<file path="src/rtl/core/torquer_pwm_word_allocator_assert.svh">
// Assertion macros used by the torquer PWM word allocator job queue (twa_fifo).
`ifndef TORQUER_PWM_WORD_ALLOCATOR_ASSERT_SVH
`define TORQUER_PWM_WORD_ALLOCATOR_ASSERT_SVH

// Consequent must hold in the same cycle as the antecedent.
`define TWA_ASSERT_SAME(lbl, clk, rst_n, ante, cons) \
  lbl: assert property (@(posedge clk) disable iff (!rst_n) (ante) |-> (cons)) \
    else $error("torquer allocator assertion failed");

// Consequent must hold in the cycle after the antecedent.
`define TWA_ASSERT_NEXT(lbl, clk, rst_n, ante, cons) \
  lbl: assert property (@(posedge clk) disable iff (!rst_n) (ante) |=> (cons)) \
    else $error("torquer allocator assertion failed");

`endif

</file>
<file path="src/rtl/core/twa_pkg.sv">
// Types, constants and divider step function for the torquer PWM word allocator.
package twa_pkg;

  localparam int PERIOD_COUNTS   = 4096;
  localparam int BYTE_BASE       = 256;
  localparam int FULL_FLAG       = 16;
  localparam int FRAC_W          = $clog2(PERIOD_COUNTS);
  localparam int CNT_W           = FRAC_W + 1;
  localparam int CMD_W           = 24;
  localparam int MAG_W           = CMD_W;
  localparam int MM_W            = 23;
  localparam int WORD_W          = 32;
  localparam int STEPS_PER_STAGE = 4;
  localparam int DIV_STAGES      = FRAC_W / STEPS_PER_STAGE;
  localparam int QDEPTH          = 2;
  localparam int QPTR_W          = $clog2(QDEPTH);
  localparam int QCNT_W          = $clog2(QDEPTH + 1);
  localparam int CFG_IDX_W       = 1;

  localparam logic [1:0]        AXIS_Z       = 2'd2;
  localparam logic [MM_W-1:0]   MM_RESET     = MM_W'(65536);
  localparam logic [WORD_W-1:0] OFF_RESET    = 32'h1000_0000;
  localparam logic [WORD_W-1:0] WORD_ALL_ON  = WORD_W'(FULL_FLAG << 8);
  localparam logic [WORD_W-1:0] WORD_ALL_OFF = WORD_W'(FULL_FLAG << 24);

  typedef enum logic [CFG_IDX_W-1:0] {
    CFG_MAX_MOMENT  = 1'b0,
    CFG_OFF_PATTERN = 1'b1
  } cfg_idx_e;

  typedef struct packed {
    logic [1:0]              axis;
    logic signed [CMD_W-1:0] command;
    logic                    pos_ok;
    logic                    neg_ok;
  } in_t;

  typedef struct packed {
    logic [WORD_W-1:0] pos_lead_one;
    logic [WORD_W-1:0] pos_lead_two;
    logic [WORD_W-1:0] neg_lead_one;
    logic [WORD_W-1:0] neg_lead_two;
    logic              neg_present;
  } out_t;

  // Classified command waiting for the divider.
  typedef struct packed {
    logic [MAG_W-1:0] mag;
    logic [MAG_W-1:0] dvsr;
    logic             pos_ok;
    logic             neg_ok;
    logic             has_neg;
    logic             negative;
    logic             zero;
  } job_t;

  // Divider stage contents.
  typedef struct packed {
    job_t              job;
    logic [MAG_W-1:0]  rem;
    logic [FRAC_W-1:0] quo;
    logic              sat;
  } div_t;

  // Restoring division, STEPS_PER_STAGE quotient bits.
  function automatic div_t div_chunk(div_t s);
    logic [MAG_W:0] r2;
    div_t           o;
    o = s;
    for (int i = 0; i < STEPS_PER_STAGE; i++) begin
      r2 = {o.rem, 1'b0};
      if (r2 >= {1'b0, o.job.dvsr}) begin
        o.rem = MAG_W'(r2 - {1'b0, o.job.dvsr});
        o.quo = {o.quo[FRAC_W-2:0], 1'b1};
      end else begin
        o.rem = r2[MAG_W-1:0];
        o.quo = {o.quo[FRAC_W-2:0], 1'b0};
      end
    end
    return o;
  endfunction

endpackage

</file>
<file path="src/rtl/core/twa_front.sv">
// Front end: takes axis commands and classifies them into divider jobs.
module twa_front import twa_pkg::*; (
  input  logic            in_valid_i,
  output logic            in_stall_o,
  input  in_t             in_data_i,
  input  logic [MM_W-1:0] max_moment_i,
  input  logic            q_full_i,
  output logic            q_push_o,
  output job_t            q_job_o
);

  logic            has_neg;
  logic            neg_ok;
  logic            negative;
  logic [MM_W-1:0] d;

  assign in_stall_o = q_full_i;
  assign q_push_o   = in_valid_i && !q_full_i;

  always_comb begin
    has_neg  = (in_data_i.axis < AXIS_Z);
    neg_ok   = has_neg && in_data_i.neg_ok;
    negative = in_data_i.command[CMD_W-1];
    // treat a zero full-scale as one
    d        = (max_moment_i == '0) ? MM_W'(1) : max_moment_i;

    q_job_o.mag      = negative ? MAG_W'(-in_data_i.command) : MAG_W'(in_data_i.command);
    // both coils share the dipole: double the divisor
    q_job_o.dvsr     = (in_data_i.pos_ok && neg_ok) ? {d, 1'b0} : {1'b0, d};
    q_job_o.pos_ok   = in_data_i.pos_ok;
    q_job_o.neg_ok   = neg_ok;
    q_job_o.has_neg  = has_neg;
    q_job_o.negative = negative;
    q_job_o.zero     = (in_data_i.command == '0);
  end

endmodule

</file>
<file path="src/rtl/core/twa_fifo.sv">
// Short job queue between the front end and the divider back end.
`include "torquer_pwm_word_allocator_assert.svh"

module twa_fifo import twa_pkg::*; (
  input  logic clk_i,
  input  logic rst_ni,
  input  logic push_i,
  input  job_t data_i,
  output logic full_o,
  input  logic pop_i,
  output logic empty_o,
  output job_t data_o
);

  job_t              mem_q [QDEPTH];
  logic [QPTR_W-1:0] wr_ptr_q, wr_ptr_d;
  logic [QPTR_W-1:0] rd_ptr_q, rd_ptr_d;
  logic [QCNT_W-1:0] cnt_q, cnt_d;

  assign full_o  = (cnt_q == QCNT_W'(QDEPTH));
  assign empty_o = (cnt_q == '0);
  assign data_o  = mem_q[rd_ptr_q];

  always_comb begin
    wr_ptr_d = push_i ? wr_ptr_q + QPTR_W'(1) : wr_ptr_q;
    rd_ptr_d = pop_i ? rd_ptr_q + QPTR_W'(1) : rd_ptr_q;
    cnt_d    = cnt_q + QCNT_W'(push_i) - QCNT_W'(pop_i);
  end

  always_ff @(posedge clk_i or negedge rst_ni) begin
    if (!rst_ni) begin
      wr_ptr_q <= '0;
      rd_ptr_q <= '0;
      cnt_q    <= '0;
    end else begin
      wr_ptr_q <= wr_ptr_d;
      rd_ptr_q <= rd_ptr_d;
      cnt_q    <= cnt_d;
    end
  end

  always_ff @(posedge clk_i) begin
    if (push_i) begin
      mem_q[wr_ptr_q] <= data_i;
    end
  end

  `TWA_ASSERT_SAME(a_no_overflow, clk_i, rst_ni, push_i, !full_o)
  `TWA_ASSERT_SAME(a_no_underflow, clk_i, rst_ni, pop_i, !empty_o)
  `TWA_ASSERT_NEXT(a_count_tracks, clk_i, rst_ni, push_i && !pop_i, !empty_o)

endmodule

</file>
<file path="src/rtl/core/twa_back.sv">
// Back end: pipelined on-count divider, rounding, clamping and lead packing.
module twa_back import twa_pkg::*; (
  input  logic              clk_i,
  input  logic              rst_ni,
  input  logic              q_empty_i,
  input  job_t              q_job_i,
  output logic              q_pop_o,
  input  logic [WORD_W-1:0] off_pattern_i,
  output logic              out_valid_o,
  input  logic              out_stall_i,
  output out_t              out_data_o
);

  div_t              s_q [DIV_STAGES];
  div_t              s_d [DIV_STAGES];
  logic              v_q [DIV_STAGES];
  logic              load [DIV_STAGES];
  logic              adv [DIV_STAGES];
  logic              in_v [DIV_STAGES];
  div_t              entry;
  logic              out_ready;
  logic              out_valid_q;
  out_t              out_q, out_d;
  div_t              last;
  logic              rnd;
  logic [CNT_W-1:0]  cnt;
  logic [WORD_W-1:0] on_word;
  logic              n_one;

  assign out_ready   = !out_valid_q || !out_stall_i;
  assign out_valid_o = out_valid_q;
  assign out_data_o  = out_q;
  assign q_pop_o     = !q_empty_i && load[0];

  // Stage handshake: a stage loads when empty or when its content moves on.
  always_comb begin
    for (int k = DIV_STAGES - 1; k >= 0; k--) begin
      if (k == DIV_STAGES - 1) begin
        adv[k] = v_q[k] && out_ready;
      end else begin
        adv[k] = v_q[k] && load[(k == DIV_STAGES - 1) ? k : k + 1];
      end
      load[k] = !v_q[k] || adv[k];
    end
    for (int k = 0; k < DIV_STAGES; k++) begin
      in_v[k] = (k == 0) ? (!q_empty_i && load[0]) : adv[(k == 0) ? 0 : k - 1];
    end
  end

  always_comb begin
    entry.job = q_job_i;
    entry.sat = (q_job_i.mag >= q_job_i.dvsr);
    entry.rem = entry.sat ? '0 : q_job_i.mag;
    entry.quo = '0;
    for (int k = 0; k < DIV_STAGES; k++) begin
      s_d[k] = div_chunk((k == 0) ? entry : s_q[(k == 0) ? 0 : k - 1]);
    end
  end

  // Round half up on the remainder, clamp and pack.
  always_comb begin
    last = s_q[DIV_STAGES-1];
    rnd  = ({last.rem, 1'b0} >= {1'b0, last.job.dvsr});
    cnt  = last.sat ? CNT_W'(PERIOD_COUNTS) : {1'b0, last.quo} + CNT_W'(rnd);
    if (cnt >= CNT_W'(PERIOD_COUNTS)) begin
      on_word = WORD_ALL_ON;
    end else if (cnt == '0) begin
      on_word = WORD_ALL_OFF;
    end else begin
      on_word = {8'(cnt / BYTE_BASE), 8'(cnt % BYTE_BASE), 16'h0000};
    end

    // negative coil share is the negated command
    n_one = last.job.negative || last.job.zero;

    out_d.pos_lead_one = (last.job.pos_ok && !last.job.negative) ? on_word : off_pattern_i;
    out_d.pos_lead_two = (last.job.pos_ok && last.job.negative) ? on_word : off_pattern_i;
    out_d.neg_lead_one = (last.job.neg_ok && n_one) ? on_word : off_pattern_i;
    out_d.neg_lead_two = (last.job.neg_ok && !n_one) ? on_word : off_pattern_i;
    out_d.neg_present  = last.job.has_neg;
    if (!last.job.has_neg) begin
      out_d.neg_lead_one = '0;
      out_d.neg_lead_two = '0;
    end
  end

  always_ff @(posedge clk_i or negedge rst_ni) begin
    if (!rst_ni) begin
      for (int k = 0; k < DIV_STAGES; k++) begin
        v_q[k] <= 1'b0;
      end
      out_valid_q <= 1'b0;
    end else begin
      for (int k = 0; k < DIV_STAGES; k++) begin
        if (load[k]) begin
          v_q[k] <= in_v[k];
        end
      end
      if (out_ready) begin
        out_valid_q <= v_q[DIV_STAGES-1];
      end
    end
  end

  always_ff @(posedge clk_i) begin
    for (int k = 0; k < DIV_STAGES; k++) begin
      if (load[k] && in_v[k]) begin
        s_q[k] <= s_d[k];
      end
    end
    if (adv[DIV_STAGES-1]) begin
      out_q <= out_d;
    end
  end

endmodule

</file>
<file path="src/rtl/core/torquer_pwm_word_allocator.sv">
// Path: a command passes the queue, 3 restoring divider stages of 4 quotient bits each
//   and the output register before its result is offered; an output stall holds them.
// Throughput: one command per cycle unless stalled; the pipelined divider sets the depth.
// Reset: max_moment returns to 65536, off_pattern to 0x10000000; queue and pipeline empty.
// Top level of the torquer PWM word allocator: configuration registers and wiring.
module torquer_pwm_word_allocator import twa_pkg::*; (
  input  logic                 clk_i,
  input  logic                 rst_ni,
  input  logic                 in_valid_i,
  output logic                 in_stall_o,
  input  in_t                  in_data_i,
  output logic                 out_valid_o,
  input  logic                 out_stall_i,
  output out_t                 out_data_o,
  input  logic                 cfg_valid_i,
  output logic                 cfg_ready_o,
  input  cfg_idx_e             cfg_index_i,
  input  logic [WORD_W-1:0]    cfg_data_i
);

  logic [MM_W-1:0]   max_moment_q;
  logic [WORD_W-1:0] off_pattern_q;
  logic              q_full;
  logic              q_empty;
  logic              q_push;
  logic              q_pop;
  job_t              q_wr_job;
  job_t              q_rd_job;

  assign cfg_ready_o = 1'b1;

  always_ff @(posedge clk_i or negedge rst_ni) begin
    if (!rst_ni) begin
      max_moment_q  <= MM_RESET;
      off_pattern_q <= OFF_RESET;
    end else if (cfg_valid_i) begin
      unique case (cfg_index_i)
        CFG_MAX_MOMENT:  max_moment_q  <= cfg_data_i[MM_W-1:0];
        CFG_OFF_PATTERN: off_pattern_q <= cfg_data_i;
        default: ;
      endcase
    end
  end

  twa_front u_front (
    .in_valid_i   (in_valid_i),
    .in_stall_o   (in_stall_o),
    .in_data_i    (in_data_i),
    .max_moment_i (max_moment_q),
    .q_full_i     (q_full),
    .q_push_o     (q_push),
    .q_job_o      (q_wr_job)
  );

  twa_fifo u_fifo (
    .clk_i   (clk_i),
    .rst_ni  (rst_ni),
    .push_i  (q_push),
    .data_i  (q_wr_job),
    .full_o  (q_full),
    .pop_i   (q_pop),
    .empty_o (q_empty),
    .data_o  (q_rd_job)
  );

  twa_back u_back (
    .clk_i         (clk_i),
    .rst_ni        (rst_ni),
    .q_empty_i     (q_empty),
    .q_job_i       (q_rd_job),
    .q_pop_o       (q_pop),
    .off_pattern_i (off_pattern_q),
    .out_valid_o   (out_valid_o),
    .out_stall_i   (out_stall_i),
    .out_data_o    (out_data_o)
  );

endmodule
</file>
<file path="config.mk">
export PLATFORM = sky130hd
export DESIGN_NAME = torquer_pwm_word_allocator
export DESIGN_NICKNAME = d
export VERILOG_FILES = /design/src/rtl/core/twa_pkg.sv /design/src/rtl/core/twa_front.sv /design/src/rtl/core/twa_fifo.sv /design/src/rtl/core/twa_back.sv /design/src/rtl/core/torquer_pwm_word_allocator.sv
export VERILOG_INCLUDE_DIRS = /design/src /design/src/rtl/core
export SDC_FILE = /design/constraint.sdc
export NUM_CORES = 1
export LEC_CHECK = 0
export ABC_AREA = 1
export BUFFER_PORTS_ARGS = -buffer_cell sky130_fd_sc_hd__buf_4
export CAP_MARGIN = 20
export CELL_PAD_IN_SITES_DETAIL_PLACEMENT = 1
export CELL_PAD_IN_SITES_GLOBAL_PLACEMENT = 1
export CORE_MARGIN = 2
export CORE_UTILIZATION = 50
export CTS_CLUSTER_SIZE = 12
export DETAILED_ROUTE_END_ITERATION = 7
export PLACE_DENSITY_LB_ADDON = 0.1
export SLEW_MARGIN = 10
export SYNTH_ARGS = -nofsm -noshare
export SYNTH_HDL_FRONTEND = slang
export SYNTH_SLANG_ARGS = --single-unit
</file>
<file path="constraint.sdc">
create_clock -name clk_i -period 18.8 [get_ports clk_i]
set_clock_uncertainty 0.05 [all_clocks]
set_input_delay 3.76 -clock clk_i [delete_from_list [all_inputs] [get_ports clk_i]]
set_output_delay 3.76 -clock clk_i [all_outputs]
set_load 0.01 [all_outputs]
</file>
==> flow_metrics.py, run 1 <==
metrics = {
    "floorplan": {
        "start_util_pct": 50.5,
        "core-area_um2": 74400,
        "die_height_um": 278,
        "dieArea_um2": 77300,
        "io_pins": 198,
        "fp.dieW_um": 278,
        "std_cell_rows": 100,
    },
    "global_route": {
        "first_global_vias": 37026,
        "grt_usage_pct": 34.9,
        "grt_pass1_wl_um": 210000,
        "grt_max_degree": 82,
        "antenna_found_initial": 9,
        "grt-ovfl-total": 0,
    },
    "synth": {
        "syn_nets": 5220,
        "synth_area_um2": 37600,
        "synthFlopType": "edfxtp_1",
        "synth-edff-count": 421,
        "synth_compound_area_share_pct": 13.7,
        "syn_avg_cell_area_um2": 7.79,
        "synth_top_family_by_area": "simple AND/OR/NAND/NOR gates",
        "yosysUniqueCellTypes": 61,
        "ys_ff_latch": 484,
        "async_reset_ff_share_pct": 13.0,
        "synth.area.mux_share_pct": 0.0566,
        "yosys_warnings": 0,
        "synth_xor_area_share_pct": 6.20,
        "yosys.area_share.simple_pct": 24.1,
        "syn_inst": 4820,
        "yosys.area_share.adder_pct": 11.2,
        "synth.yosys.seq_area_share_pct": 37.9,
    },
    "cells_and_area": {
        "layout_common_cells": "nand2_1, inv_1, edfxtp_1, nor2_1, a21oi_1",
        "multi_input_area_um2": 20800,
        "fin_area_um2": 41800,
        "fillers": 9225,
        "layout_commonest_cell": "nand2_1",
        "nNetsFinal": 5408,
        "drive_above_1_share_pct": 8.61,
        "ff_latch_area_um2": 14200,
        "area_growth_pct": 11.3,
    },
    "sta": {
        "finalHoldViolCount": 0,
        "slew_headroom_pct": 27.9,
        "fmax_mhz": 67.9,
        "setup_tns_ns": 0,
        "drv_slew": 0,
        "timing.final.crit_share_pct": 78.4,
        "setup_ws_ns": 4.06,
        "worst_slew_pin_slew_ns": 1.08,
        "rsz0062_at_grt": "no",
        "min_period_ns": 14.74,
        "setup_violations": 0,
    },
    "clock_network": {
        "cts_root_buf": "clkbuf_16",
        "clockBufferDepth": 3,
        "cts_sinks": 484,
        "clk_latency_ns": 0.63,
        "cts_resized": 0,
        "cts.hold.buffers_added": 0,
        "cts_max_level": 2,
        "cts.clk_slew.worst_paths_ns": 0.06,
        "post-cts-setup-buffers": 0,
        "cts_tree": "done",
        "cts-buffers-inserted": 53,
    },
    "setup_path": {
        "critPathMaxStageDelay_ns": 0.84,
        "crit_top_cell": "nand2_1",
        "crit_path_start": "u_fifo.rd_ptr_q",
        "reg2reg_from": "u_fifo.rd_ptr_q",
        "setup.worst_path.start_class": "flip-flop",
        "cp_max_fo": 55,
        "critical_path_class": "reg -> reg",
        "cp.required_ns": 19.10,
        "arrival_ns": 15.03,
        "slowest_stage": "nand4_1",
        "end_kind": "flip-flop",
    },
    "route": {
        "viasPerCell": 5.88,
        "detail_route.first_pass.iterations": 5,
        "wirelength_um": 138000,
        "post_drt_wl_per_cell_um": 22.8,
        "drc": 0,
        "vias": 35432,
        "antenna_left": 0,
        "drt_iter0_markers": 2177,
    },
    "run": {
        "drv_cap": 0,
    },
    "hold_path": {
        "worstHoldPathType": "reg -> reg",
        "hp-start": "u_back.s_q[0][127]",
    },
    "placement": {
        "finalWeightedCongestion": 0.956,
        "preCtsSetupSlack_ns": 4.33,
        "post-dp-hpwl_um": 102000,
        "portBuffers": 195,
        "dpl_cell_area_um2": 40000,
    },
    "status": {
        "status": "complete, no violations",
    },
}
[layer usage]
layer,GRT usage [%],wire [µm]
met2,61.9,68200
met5,0,31
met1,41.5,55100
met3,3.58,6010
met4,18.8,8240
[per-stage QoR]
stage	hold WS [ns]	utilization, %	std cells
CTS	0.355	56.1	6018
finish	0.355	56.2	6029
global route	0.364	56.1	6027
detailed placement	0.360	53.8	5920
global placement	0.353	53.8	5919
floorplan	0.350	-	4820
[Yosys cell counts (6+ instances only)]
master	instances	area share (%)
nand2_1	1270	13
inv_1	518	5.2
edfxtp_1	421	34
nor2_1	390	3.9
a21oi_1	365	4.9
o21ai_0	357	4.8
ha_1	331	11
nand3_1	224	3.0
xor2_1	150	3.5
xnor2_1	116	2.7
nand4_1	63	1.0
nor3_1	62	0.83
dfrtp_1	61	4.1
or2_2	55	0.92
o21ai_1	54	0.72
buf_2	42	0.56
clkbuf_1	42	0.42
nor4_1	30	0.50
a21o_1	26	0.52
o22ai_1	26	0.43
o21bai_1	22	0.44
a31oi_1	19	0.32
o21a_1	18	0.36
inv_2	14	0.14
nand2_2	14	0.23
buf_6	11	0.33
o211ai_1	11	0.22
nand3_2	9	0.24
a211oi_1	8	0.16
buf_4	8	0.16
o31ai_1	7	0.14
a21boi_1	6	0.12
[critical path: cells and delay by family (launching register included)]
kind / cells / cell delay [ns]
flops: 1 / 0.34
buf+inv: 9 / 2.55
simple gates: 37 / 6.42
compound gates: 15 / 3.20
fa+ha+maj: 5 / 1.81
[cell families after synthesis]
group / count (synthesis)
AOI/OAI and AO/OA: 946
and+or+nand+nor: 2147
adders and majority gates: 334
muxes: 2
other: 1
xor gates and xnor gates: 266
buffers and inverters: 640
DFF: 484
[layout make-up]
cell class                      count  area share, %
Timing Repair Buffer              236           4.34
Clock inverter                     24          0.632
Tap cell                          969           2.90
Antenna cell                        9         0.0539
Inverter                          537           4.83
Multi-Input combinational cell   3696           49.8
Clock buffer                       74           3.43
Sequential cell                   484           34.0
[worst paths after layout]
kind                                      endpoint  slack (ns)  cells past startpoint
max in group asynchronous         max_moment_q[17]       14.87                      1
min in group asynchronous        off_pattern_q[14]        3.20                      1
worst max-delay path             u_back.s_q[0][28]        4.06                     66
worst max register to register   u_back.s_q[0][28]        4.06                     66
worst min-delay path            u_back.s_q[0][217]        0.35                      0
worst min register to register  u_back.s_q[0][217]        0.35                      0
[registers in the layout, summed over array words and instances, names as in the netlist]
register and flops:
u_back.v_q 3, u_fifo.rd_ptr_q 1, u_back.s_q 186, u_fifo.wr_ptr_q 1, u_fifo.cnt_q 2, u_fifo.mem_q 106, u_back.out_valid_o 1, max_moment_q 23
off_pattern_q 32, u_back.out_data_o 129
Power of run 1 is left out: the tool's default activity adds up to more than one toggle a clock period on the data nets, which glitch-free logic cannot reach.
==> inputs of run 2 (changes only) <==
CORE_UTILIZATION = 47   (was 50)
clock period = 14.7 ns   (was 18.8 ns; I/O delays follow)
==> run 2 against run 1 <==
Against the previous run:
- clock-buffer cell count stayed put
- sequential cell count stayed put
- maximum frequency is 9.3% higher
==> flow_metrics.py, run 2 (synthesis results as in run 1) <==
metrics = {
    "cells_and_area": {
        "layout_commonest_cell": "nand2_1",
        "area_growth_pct": 11.5,
        "nNetsFinal": 5412,
        "drive_above_1_share_pct": 8.77,
        "layout_common_cells": "nand2_1, inv_1, edfxtp_1, nor2_1, a21oi_1",
        "multi_input_area_um2": 20800,
        "fillers": 9791,
        "final_util_pct": 53.0,
        "largest_register": "u_back.s_q",
        "largest_reg_flops": 186,
        "ff_latch_area_um2": 14200,
    },
    "setup_path": {
        "arrival_ns": 13.76,
        "critPathMaxStageDelay_ns": 0.67,
        "end_kind": "flip-flop",
        "cp_max_fo": 52,
        "critical_path_class": "reg -> reg",
        "r2r_slack_ns": 1.21,
        "setup.worst_path.start_class": "flip-flop",
        "cp.required_ns": 14.97,
        "slowest_stage": "dfrtp_1",
        "crit_top_cell": "nand2_1",
        "reg2reg_from": "u_fifo.rd_ptr_q",
        "r2r_cells": 68,
        "r2r-end": "u_back.s_q[0][15]",
    },
    "sta": {
        "worst_slew_pin_slew_ns": 1.09,
        "timing.final.crit_share_pct": 91.7,
        "fmax_mhz": 74.1,
        "slew_headroom_pct": 26.9,
        "setup_violations": 0,
        "min_period_ns": 13.49,
        "drv_slew": 0,
        "finalHoldViolCount": 0,
    },
    "floorplan": {
        "start_util_pct": 47.5,
        "fp.dieW_um": 287,
        "core-area_um2": 79000,
        "io_pins": 198,
        "std_cell_rows": 103,
        "die_height_um": 287,
        "dieArea_um2": 82200,
    },
    "hold_path": {
        "worstHoldPathType": "reg -> reg",
        "hp-start": "u_back.s_q[0][129]",
        "worstHoldEndpoint": "u_back.s_q[0][219]",
        "holdPathStages": 0,
    },
    "route": {
        "drt_iter0_markers": 2167,
        "drc": 0,
        "vias": 34741,
        "post_drt_wl_per_cell_um": 21.7,
        "wirelength_um": 133000,
        "viasPerCell": 5.69,
        "detail_route.first_pass.iterations": 5,
        "antenna_left": 0,
    },
    "status": {
        "status": "complete, no violations",
    },
    "clock_network": {
        "cts.clk_slew.worst_paths_ns": 0.06,
        "cts_sinks": 484,
        "cts_root_buf": "clkbuf_16",
        "clockBufferDepth": 3,
        "post-cts-setup-buffers": 0,
        "cts_tree": "done",
        "cts.hold.buffers_added": 0,
        "cts_max_level": 2,
        "clk_latency_ns": 0.66,
        "cts-buffers-inserted": 54,
    },
    "run": {
        "drv_cap": 0,
    },
    "global_route": {
        "first_global_vias": 35896,
        "grt-ovfl-total": 0,
        "antenna_found_initial": 6,
        "grt_max_degree": 82,
        "grt_pass1_wl_um": 202000,
        "grt_usage_pct": 31.7,
    },
    "placement": {
        "post-dp-hpwl_um": 101000,
        "portBuffers": 195,
        "finalWeightedCongestion": 0.928,
    },
}
run 2: cell types whose count changed in the layout (fill, tap and decap cells not counted), sizes merged:
cell and delta:
clkinv +5, diode -4, buf +3, inv -3, bufinv -2
run 2: final cells by class:
type                            instances  area share (%)
Inverter                              537            4.82
Clock buffer                           74            3.52
Antenna cell                            5          0.0299
Tap cell                             1050            3.14
Multi-Input combinational cell       3696            49.7
Sequential cell                       484            33.9
Timing Repair Buffer                  239            4.28
Clock inverter                         24           0.570
run 2: worst max-delay path by stage:
stage,from,endpoint,depth (start not counted)
6_report,u_fifo.rd_ptr_q,u_back.s_q[0][15],68
5_1_grt,u_fifo.rd_ptr_q,u_back.s_q[0][22],69
4_1_cts,u_fifo.rd_ptr_q,u_back.s_q[0][15],68
3_5_place_dp,u_fifo.rd_ptr_q,u_back.s_q[0][15],67
3_3_place_gp,u_fifo.rd_ptr_q,u_back.s_q[0][15],65
2_1_floorplan,u_fifo.rd_ptr_q,u_back.s_q[0][27],74
run 2: routing by layer:
| metal | up-vias | wire length [µm] | share of wire, % | global-route usage [%] |
|---|---|---|---|---|
| met5 | - | 13 | 0.0098 | 0 |
| met3 | 287 | 5370 | 4.0 | 3.43 |
| met2 | 840 | 65700 | 50 | 56.1 |
| met4 | 2 | 6870 | 5.2 | 14.9 |
| met1 | 16919 | 54700 | 41 | 38.4 |
| li1 | 16693 | - | - | - |
run 2: metrics by stage:
stage	setup slack [ns]	TNS, ns	hold WS (ns)	instance area (µm²)	std cells
after floorplan	4.81	0	0.350	37600	4820
after global placement	1.77	0	0.351	40200	6006
after detailed placement	1.34	0	0.357	40200	6006
after CTS	1.20	0	0.371	41900	6104
after global routing	-0.0120	-0.0225	0.375	41900	6108
final	1.21	0	0.372	41900	6109
run 2: repair_timing:
action / in CTS / in global routing
endpoints found under the setup margin: 0 / 5
endpoints found under the hold margin: 0 / 0
gates resized for setup: 0 / 3
run 2: critical path, delay by kind of cell, from the launching register on:
kind / cells / cell delay [ns]
flip-flops: 1 / 0.67
buffers and inverters: 13 / 2.41
AO/OA/AOI/OAI: 15 / 3.20
AND/OR/NAND/NOR: 35 / 4.88
adder cells (fa/ha/maj): 5 / 1.81
Power of run 2 is left out for the same reason.
